$ cat src/hdl/ltu_pkg.sv
// Shared types and constants of the lineage table update block.
// No dependencies; used by the controller, datapath and top level.
`timescale 1ns / 1ps

package ltu_pkg;

  localparam int NUM_CELLS = 8;
  localparam int MAX_POP   = 64;
  localparam int MAX_MUTS  = 16;
  localparam int MAX_IDS   = 1024;

  localparam int CELL_W = 3;
  localparam int ROW_W  = 6;
  localparam int JIDX_W = 4;
  localparam int LEN_W  = 5;
  localparam int POP_W  = 7;
  localparam int ID_W   = 10;
  localparam int CNT_W  = 7;
  localparam int NEW_W  = 5;
  localparam int CLR_W  = CELL_W + ID_W;

  typedef enum logic [2:0] {
    ST_OK       = 3'd0,
    ST_BAD_ROW  = 3'd1,
    ST_TOO_LONG = 3'd2,
    ST_FULL     = 3'd3,
    ST_NO_IDS   = 3'd4
  } status_t;

  typedef enum logic [1:0] {
    REQ_DEGRADE   = 2'd0,
    REQ_REPLICATE = 2'd1,
    REQ_DIFFUSE   = 2'd2,
    REQ_SEED      = 2'd3
  } req_t;

  // Row walk flavors: count down, copy up, copy to neighbor, move last row
  typedef enum logic [1:0] {
    WK_DEG  = 2'd0,
    WK_REPL = 2'd1,
    WK_DIFF = 2'd2,
    WK_MOVE = 2'd3
  } walk_t;

  typedef enum logic [1:0] {
    LW_SEED = 2'd0,
    LW_REPL = 2'd1,
    LW_DIFF = 2'd2,
    LW_MOVE = 2'd3
  } lenwr_t;

  typedef enum logic [1:0] {
    POP_NONE  = 2'd0,
    POP_INC_C = 2'd1,
    POP_DEC_C = 2'd2,
    POP_INC_D = 2'd3
  } popop_t;

  typedef struct packed {
    logic   load_req;
    logic   len_rd;
    logic   len_rd_last;
    logic   decide;
    logic   len_wr;
    lenwr_t len_mode;
    popop_t pop_op;
    walk_t  walk_mode;
    logic   walk_init;
    logic   walk_rd;
    logic   walk_id;
    logic   walk_cnt;
    logic   fresh;
    logic   clr_step;
    logic   out_load;
  } ltu_cmd_t;

  typedef struct packed {
    logic    clr_done;
    logic    walk_end;
    logic    fresh_end;
    logic    cnt_needed;
    status_t status;
    req_t    req;
    logic    absorb;
  } ltu_sts_t;

endpackage

$ cat src/hdl/ltu_ctrl.sv
// Controller state machine of the lineage table update block.
// Sequences the datapath through the row walks. Depends on ltu_pkg.
`timescale 1ns / 1ps

module ltu_ctrl (
  input  logic              clk,
  input  logic              rst_n,
  input  logic              in_tvalid,
  output logic              in_tready,
  input  logic              out_tready,
  output logic              out_tvalid,
  input  ltu_pkg::ltu_sts_t sts,
  output ltu_pkg::ltu_cmd_t cmd
);
  import ltu_pkg::*;

  typedef enum logic [13:0] {
    S_CLEAR  = 14'b00000000000001,
    S_IDLE   = 14'b00000000000010,
    S_LEN    = 14'b00000000000100,
    S_DECIDE = 14'b00000000001000,
    S_WRD    = 14'b00000000010000,
    S_WID    = 14'b00000000100000,
    S_WCNT   = 14'b00000001000000,
    S_FRESH  = 14'b00000010000000,
    S_LENWR  = 14'b00000100000000,
    S_LLEN   = 14'b00001000000000,
    S_LMOVE  = 14'b00010000000000,
    S_POPDEC = 14'b00100000000000,
    S_SETTLE = 14'b01000000000000,
    S_OUT    = 14'b10000000000000
  } state_t;

  state_t state_r, state_nxt;
  walk_t  phase_r, phase_nxt;
  logic   out_valid_r, out_valid_nxt;

  assign in_tready  = (state_r == S_IDLE);
  assign out_tvalid = out_valid_r;

  always_comb begin
    state_nxt = state_r;
    phase_nxt = phase_r;
    cmd       = '0;
    cmd.walk_mode = phase_r;
    unique case (state_r)
      S_CLEAR: begin
        cmd.clr_step = 1'b1;
        if (sts.clr_done) state_nxt = S_IDLE;
      end
      S_IDLE: begin
        if (in_tvalid) begin
          cmd.load_req = 1'b1;
          state_nxt    = S_LEN;
        end
      end
      S_LEN: begin
        cmd.len_rd = 1'b1;
        state_nxt  = S_DECIDE;
      end
      S_DECIDE: begin
        cmd.decide = 1'b1;
        if (sts.status != ST_OK) begin
          state_nxt = S_SETTLE;
        end else if (sts.req == REQ_SEED) begin
          state_nxt = S_LENWR;
        end else begin
          cmd.walk_init = 1'b1;
          state_nxt     = S_WRD;
          case (sts.req)
            REQ_REPLICATE: phase_nxt = WK_REPL;
            REQ_DIFFUSE:   phase_nxt = sts.absorb ? WK_DEG : WK_DIFF;
            default:       phase_nxt = WK_DEG;
          endcase
        end
      end
      S_WRD: begin
        if (sts.walk_end) begin
          case (phase_r)
            WK_DEG:  state_nxt = S_LLEN;
            WK_REPL: state_nxt = S_FRESH;
            WK_DIFF: state_nxt = S_LENWR;
            default: state_nxt = S_POPDEC;
          endcase
        end else begin
          cmd.walk_rd = 1'b1;
          state_nxt   = S_WID;
        end
      end
      S_WID: begin
        cmd.walk_id = 1'b1;
        state_nxt   = sts.cnt_needed ? S_WCNT : S_WRD;
      end
      S_WCNT: begin
        cmd.walk_cnt = 1'b1;
        state_nxt    = S_WRD;
      end
      S_FRESH: begin
        cmd.walk_mode = WK_REPL;
        if (sts.fresh_end) state_nxt = S_LENWR;
        else cmd.fresh = 1'b1;
      end
      S_LENWR: begin
        cmd.len_wr = 1'b1;
        case (sts.req)
          REQ_SEED: begin
            cmd.len_mode = LW_SEED;
            cmd.pop_op   = POP_INC_C;
            state_nxt    = S_SETTLE;
          end
          REQ_REPLICATE: begin
            cmd.len_mode = LW_REPL;
            cmd.pop_op   = POP_INC_C;
            state_nxt    = S_SETTLE;
          end
          default: begin
            // Copy landed in the neighbor: now degrade the source row
            cmd.len_mode  = LW_DIFF;
            cmd.pop_op    = POP_INC_D;
            cmd.walk_init = 1'b1;
            phase_nxt     = WK_DEG;
            state_nxt     = S_WRD;
          end
        endcase
      end
      S_LLEN: begin
        cmd.len_rd_last = 1'b1;
        state_nxt       = S_LMOVE;
      end
      S_LMOVE: begin
        cmd.len_wr    = 1'b1;
        cmd.len_mode  = LW_MOVE;
        cmd.walk_init = 1'b1;
        phase_nxt     = WK_MOVE;
        state_nxt     = S_WRD;
      end
      S_POPDEC: begin
        cmd.pop_op = POP_DEC_C;
        state_nxt  = S_SETTLE;
      end
      S_SETTLE: state_nxt = S_OUT;
      S_OUT: begin
        if (!out_valid_r || out_tready) begin
          cmd.out_load = 1'b1;
          state_nxt    = S_IDLE;
        end
      end
      default: state_nxt = S_IDLE;
    endcase
  end

  // Hold the result until the downstream side takes it
  always_comb begin
    out_valid_nxt = out_valid_r;
    if (cmd.out_load) out_valid_nxt = 1'b1;
    else if (out_tready) out_valid_nxt = 1'b0;
  end

  always_ff @(posedge clk) begin
    if (!rst_n) begin
      state_r     <= S_CLEAR;
      phase_r     <= WK_DEG;
      out_valid_r <= 1'b0;
    end else begin
      state_r     <= state_nxt;
      phase_r     <= phase_nxt;
      out_valid_r <= out_valid_nxt;
    end
  end

endmodule

$ cat config.mk
export PLATFORM = sky130hd
export DESIGN_NAME = ltu_ctrl
export DESIGN_NICKNAME = d
export VERILOG_FILES = /design/src/hdl/ltu_pkg.sv /design/src/hdl/ltu_ctrl.sv
export SDC_FILE = /design/constraint.sdc
export NUM_CORES = 1
export LEC_CHECK = 0
export BUFFER_PORTS_ARGS = -buffer_cell sky130_fd_sc_hd__buf_2
export CORE_MARGIN = 2
export CORE_UTILIZATION = 47
export DETAILED_ROUTE_END_ITERATION = 6
export PLACE_DENSITY_LB_ADDON = 0.12
export SYNTH_ARGS = -nofsm -noshare
export SYNTH_HDL_FRONTEND = slang
export SYNTH_SLANG_ARGS = --single-unit
$ cat constraint.sdc
create_clock -name clk -period 1.8 [get_ports clk]
set_input_delay 0.45 -clock clk [delete_from_list [all_inputs] [get_ports clk]]
set_output_delay 0.45 -clock clk [all_outputs]
set_load 0.05 [all_outputs]
==> metrics, run 1 <==
clock sink count=17; FFs w/ async S/R, synth=0%; post-synthesis net count=167; Synth Area in Compound Gates=around 13%; Clock Tree Buf Depth=2; post-synthesis instance total=149; Post-synth EDFFs=0; largest family of logic cells by synthesized area=simple AND/OR/NAND/NOR gates; pin count of the biggest net entering global routing=11; I/O Buffers=33; Cell Area, Synth=between 1000 and 1500 µm²; Die Span X=55.3 µm; Seq/Total Area, Yosys=between 20 and 30%; simple-gate share of the synthesized area=a little under half; WEP type=top-level output; count of warnings emitted by yosys=0; Synth Area in Adders=4.04%; # rows=18; ys flop type=dfxtp_1; htree depth=1; die height=~55 µm; Mapped Avg Cell Area=about 8.3 µm²; stop err=[ERROR DPL-0038] Utilization greater than 100%, impossible to legalize; outcome=did not finish; Initial Util=between 40% and 50%; worst_ep grt=cmd[13]; post-synthesis sequential element count=17; Fail Step=global routing; detailed placement HPWL=approximately 3000 µm; CTS Buf Count=3; Synth Area in XOR/XNOR=2.83%; cts-stage hold buffer count=0; proportion of synthesized area in mux cells=0%; Synth cell types=48; boundary pin count=34; GP Congestion=between 0.8 and 0.9; CTS root buf=clkbuf_4
## cells in the mapped netlist, types with 3 or more instances
cell type,number,area (µm²)
nor4_4,3,63.8
and3_1,4,25.0
nor3_1,11,55.1
nor4b_1,4,35.0
xnor2_1,3,26.3
nor2b_1,4,25.0
nor2_1,12,45.0
ha_1,4,50.1
nand4_1,6,37.5
nand2b_1,4,25.0
inv_1,10,37.5
dfxtp_1,17,340
or4_1,3,22.5
nand2_1,15,56.3
and2_1,4,25.0
buf_2,4,20.0
a31oi_1,5,31.3
## logic make-up after synthesis
family / count (synthesis)
and+or+nand+nor: 85
AOI/OAI and AO/OA: 21
buffers and inverters: 18
DFF: 17
xor gates and xnor gates: 4
adders and majority gates: 4
## per-stage QoR
stage	cells	worst slack, ns	area, µm²	util, %	hold WS (ns)
after floorplan	149	-0.449	1400	-	0.449
after global placement	249	-0.233	1890	76.4	0.476
after detailed placement	249	-0.264	1890	76.4	0.489
after CTS	271	-0.526	2350	94.9	0.340
## timing repair
action / in CTS
gates resized for setup: 89
setup buffers: 19
endpoints found under the setup margin: 25
gates cloned: 0
pin swaps: 14
==> run 2: changes to the inputs <==
- CORE_AREA: unset -> 2 2 63 65
- CORE_MARGIN: 2 -> unset
- CORE_UTILIZATION: 47 -> unset
- DIE_AREA: unset -> 0 0 65 67
- PLACE_DENSITY_LB_ADDON: 0.12 -> 0.15
- clock period: 1.8 -> 2.3 ns (I/O delays scaled with it)
==> run 2 against run 1 <==
  * The flow now finishes, with violations (setup timing)
  * Synthesized area stayed put
  * Synthesized cell count stayed put
==> metrics, run 2 <==
Layout area overhead=57.2%; Die Span X=65 µm (+18%); Largest register FFs=14; crit share post-route=106%; CTS Buf Count=3 (unchanged); fin crit period=between 2 and 2.5 ns; Mapped Avg Cell Area=8.30 µm² (unchanged); ys flop type=dfxtp_1; Synth area leaders=dfxtp_1 28%, nor4_4 5.2%, nand2_1 4.6%, nor3_1 4.4%, ha_1 4.0%; Core ar.=between 3000 and 4000 µm²; WL met2=1610 µm; met1 WL=1540 µm; area of the multi-input gates=roughly 950 µm²; Post-synth EDFFs=0 (unchanged); pwr/cell area=359 nW/µm²; initial antenna violation count=0; CP Max Fanout=5; Reg with most FFs=state_r; kind of critical path=reg2out; I/O Buffers=33 (unchanged); clock-pin slew on the worst setup and hold paths=about 0.07 ns; die height=67 µm (+21%); post-synthesis sequential element count=17 (unchanged); post-synthesis net count=167 (unchanged); drt via density=between 5 and 6; CTS tree=built; final hold violation count=0; pin count of the biggest net entering global routing=11; Worst EP required=between 1.5 and 2 ns; endpoints failing setup=6; total power=around 0.7 mW; post-DR wirelength/cell=~13 µm; top cell type's share of synthesized area=27.5% (unchanged); boundary pin count=34 (unchanged); htree depth=1 (unchanged); Seq/Total Area, Yosys=27.5% (unchanged); share of layout cells above drive strength 1=around 51%; Detail Route met3 WL=~170 µm; unrepaired setup endpoints after global routing=yes; CP Launch Point=state_r[0]; Worst Tran Pin Value=between 0.3 and 0.4 ns; FFs w/ async S/R, synth=0% (unchanged); post-synthesis instance total=149 (unchanged); Max VDD drop=0.260 mV; Leakage=between 0.8 and 0.9 nW; clock skew=about 0.0009 ns; DRC=0; Placed Area=1640 µm² (-13%); Critical Path Source Type=flip-flop; # rows=22 (+4); clk_lat worst skew=between 0.2 and 0.3 ns; clock sink count=17 (unchanged); worst hold margin=between 0.4 and 0.5 ns; grt ovf=0; Synth cell types=48 (unchanged); Reg2Reg Launch Point=state_r[2]; detailed placement HPWL=2600 µm (-11%); Initial Util=34.3% (-16 points); cts-stage hold buffer count=0 (unchanged); min-delay worst type=reg2reg; endpoint kind of the worst setup timing path=output pin; GP Congestion=0.786 (-8.7%); Post-Route WL=~3400 µm; R2R Path End=state_r[3]; gr usage total=between 10% and 20%; Fmax=slightly above 400 MHz; CTS root buf=clkbuf_8; cell area after layout=~1900 µm²; crit path DAT=between 1.5 and 2 ns; first-pass GRT wire length=about 5500 µm; ant diodes=0; count of warnings emitted by yosys=0 (unchanged); most frequent cells in the layout=29 x buf_4, 16 x buf_2, 10 x dfxtp_1; # fillers=about 340; post-synth top area cell=dfxtp_1; Pre-antenna DRT Iters=4; r2r setup slk=roughly 0.30 ns; WHS Endpoint=state_r[11]; First DRT Iteration DRCs=37; worst rel slew slack=between 70% and 80%; number of global-route vias before repair=1256; Worst Hold Path Cells=2; nets=about 230; commonest non-fill, non-tap cell in the layout=buf_4; Layout Utilization=54.0%; outcome=complete, but fails checks; register area=about 350 µm²; Cell Area, Synth=1240 µm² (unchanged); count leader, synth=dfxtp_1; Max-Cap Viols=0; R2R cell count=8; die footprint=approximately 4400 µm²; failing checks=setup timing; Clock Tree Buf Depth=2 (unchanged); Routed Antenna Nets=0; fin. max-slew vios=0; commonest cells in the netlist=17 x dfxtp_1, 15 x nand2_1, 12 x nor2_1; uppermost layer routed=met4; setup slack after layout=-0.132 ns; min-delay src=phase_r[1]; via count=about 1300
==> run 2: cell counts after synthesis <==
Identical to the previous run, type by type.
==> run 2: final cells by class <==
| class | count | share of cell area, % |
|---|---|---|
| clock buffers | 3 | 2.12 |
| multi-input cells | 114 | 49.1 |
| well taps | 48 | 3.09 |
| inverters | 10 | 2.12 |
| flip-flops and latches | 17 | 18.2 |
| repair buffers | 61 | 25.1 |
| clock inverters | 1 | 0.257 |
==> run 2: report_power, final <==
group | internal, mW | switching, mW
combinational | 0.0734 | 0.0881
sequential | 0.299 | 0.00958
clock | 0.120 | 0.107
==> run 2: metal layers <==
layer,GRT usage (%),vias up
met3,3.55,4
li1,-,659
met2,27.7,36
met1,20.7,612
met4,3.46,0
met5,0,-
==> run 2: critical path: stages (launching register included) <==
cell and delay (ns):
dfxtp_4 0.37, nor4_4 0.33, buf_4 0.20, buf_6 0.10
nand4_4 0.11, nor4b_4 0.30, buf_6 0.19
==> run 2: cells by family after synthesis <==
logic type / count (synthesis) / share of synthesized area (%)
xor+xnor: 4 / 2.83
fa+ha+maj: 4 / 4.04
compound gates: 21 / 12.7
buf+inv: 18 / 6.98
flops: 17 / 27.5
simple gates: 85 / 45.9
==> run 2: worst max path at each step <==
stage	slack (ns)	cells past startpoint	end
5_1_grt	-0.20	6	cmd[5]
4_1_cts	-0.14	6	cmd[5]
6_report	-0.13	6	cmd[5]
2_1_floorplan	-0.29	4	cmd[13]
3_3_place_gp	0.08	6	cmd[6]
3_5_place_dp	0.07	6	cmd[6]
==> run 2: repair_timing <==
action / 4_1_cts / 5_1_grt
pin swaps: 3 / 6
buffers inserted: 5 / 3
endpoints found under the setup margin: 15 / 18
gates resized for setup: 32 / 28
==> run 2: stage by stage <==
step                std cells  setup TNS [ns]  worst slack [ns]
global route              254          -0.950            -0.198
global placement          242               0            0.0786
detailed placement        242               0            0.0689
floorplan                 149          -0.484            -0.294
CTS                       251          -0.370            -0.136
finish                    254          -0.314            -0.132
(Power assumes the default switching activity.)
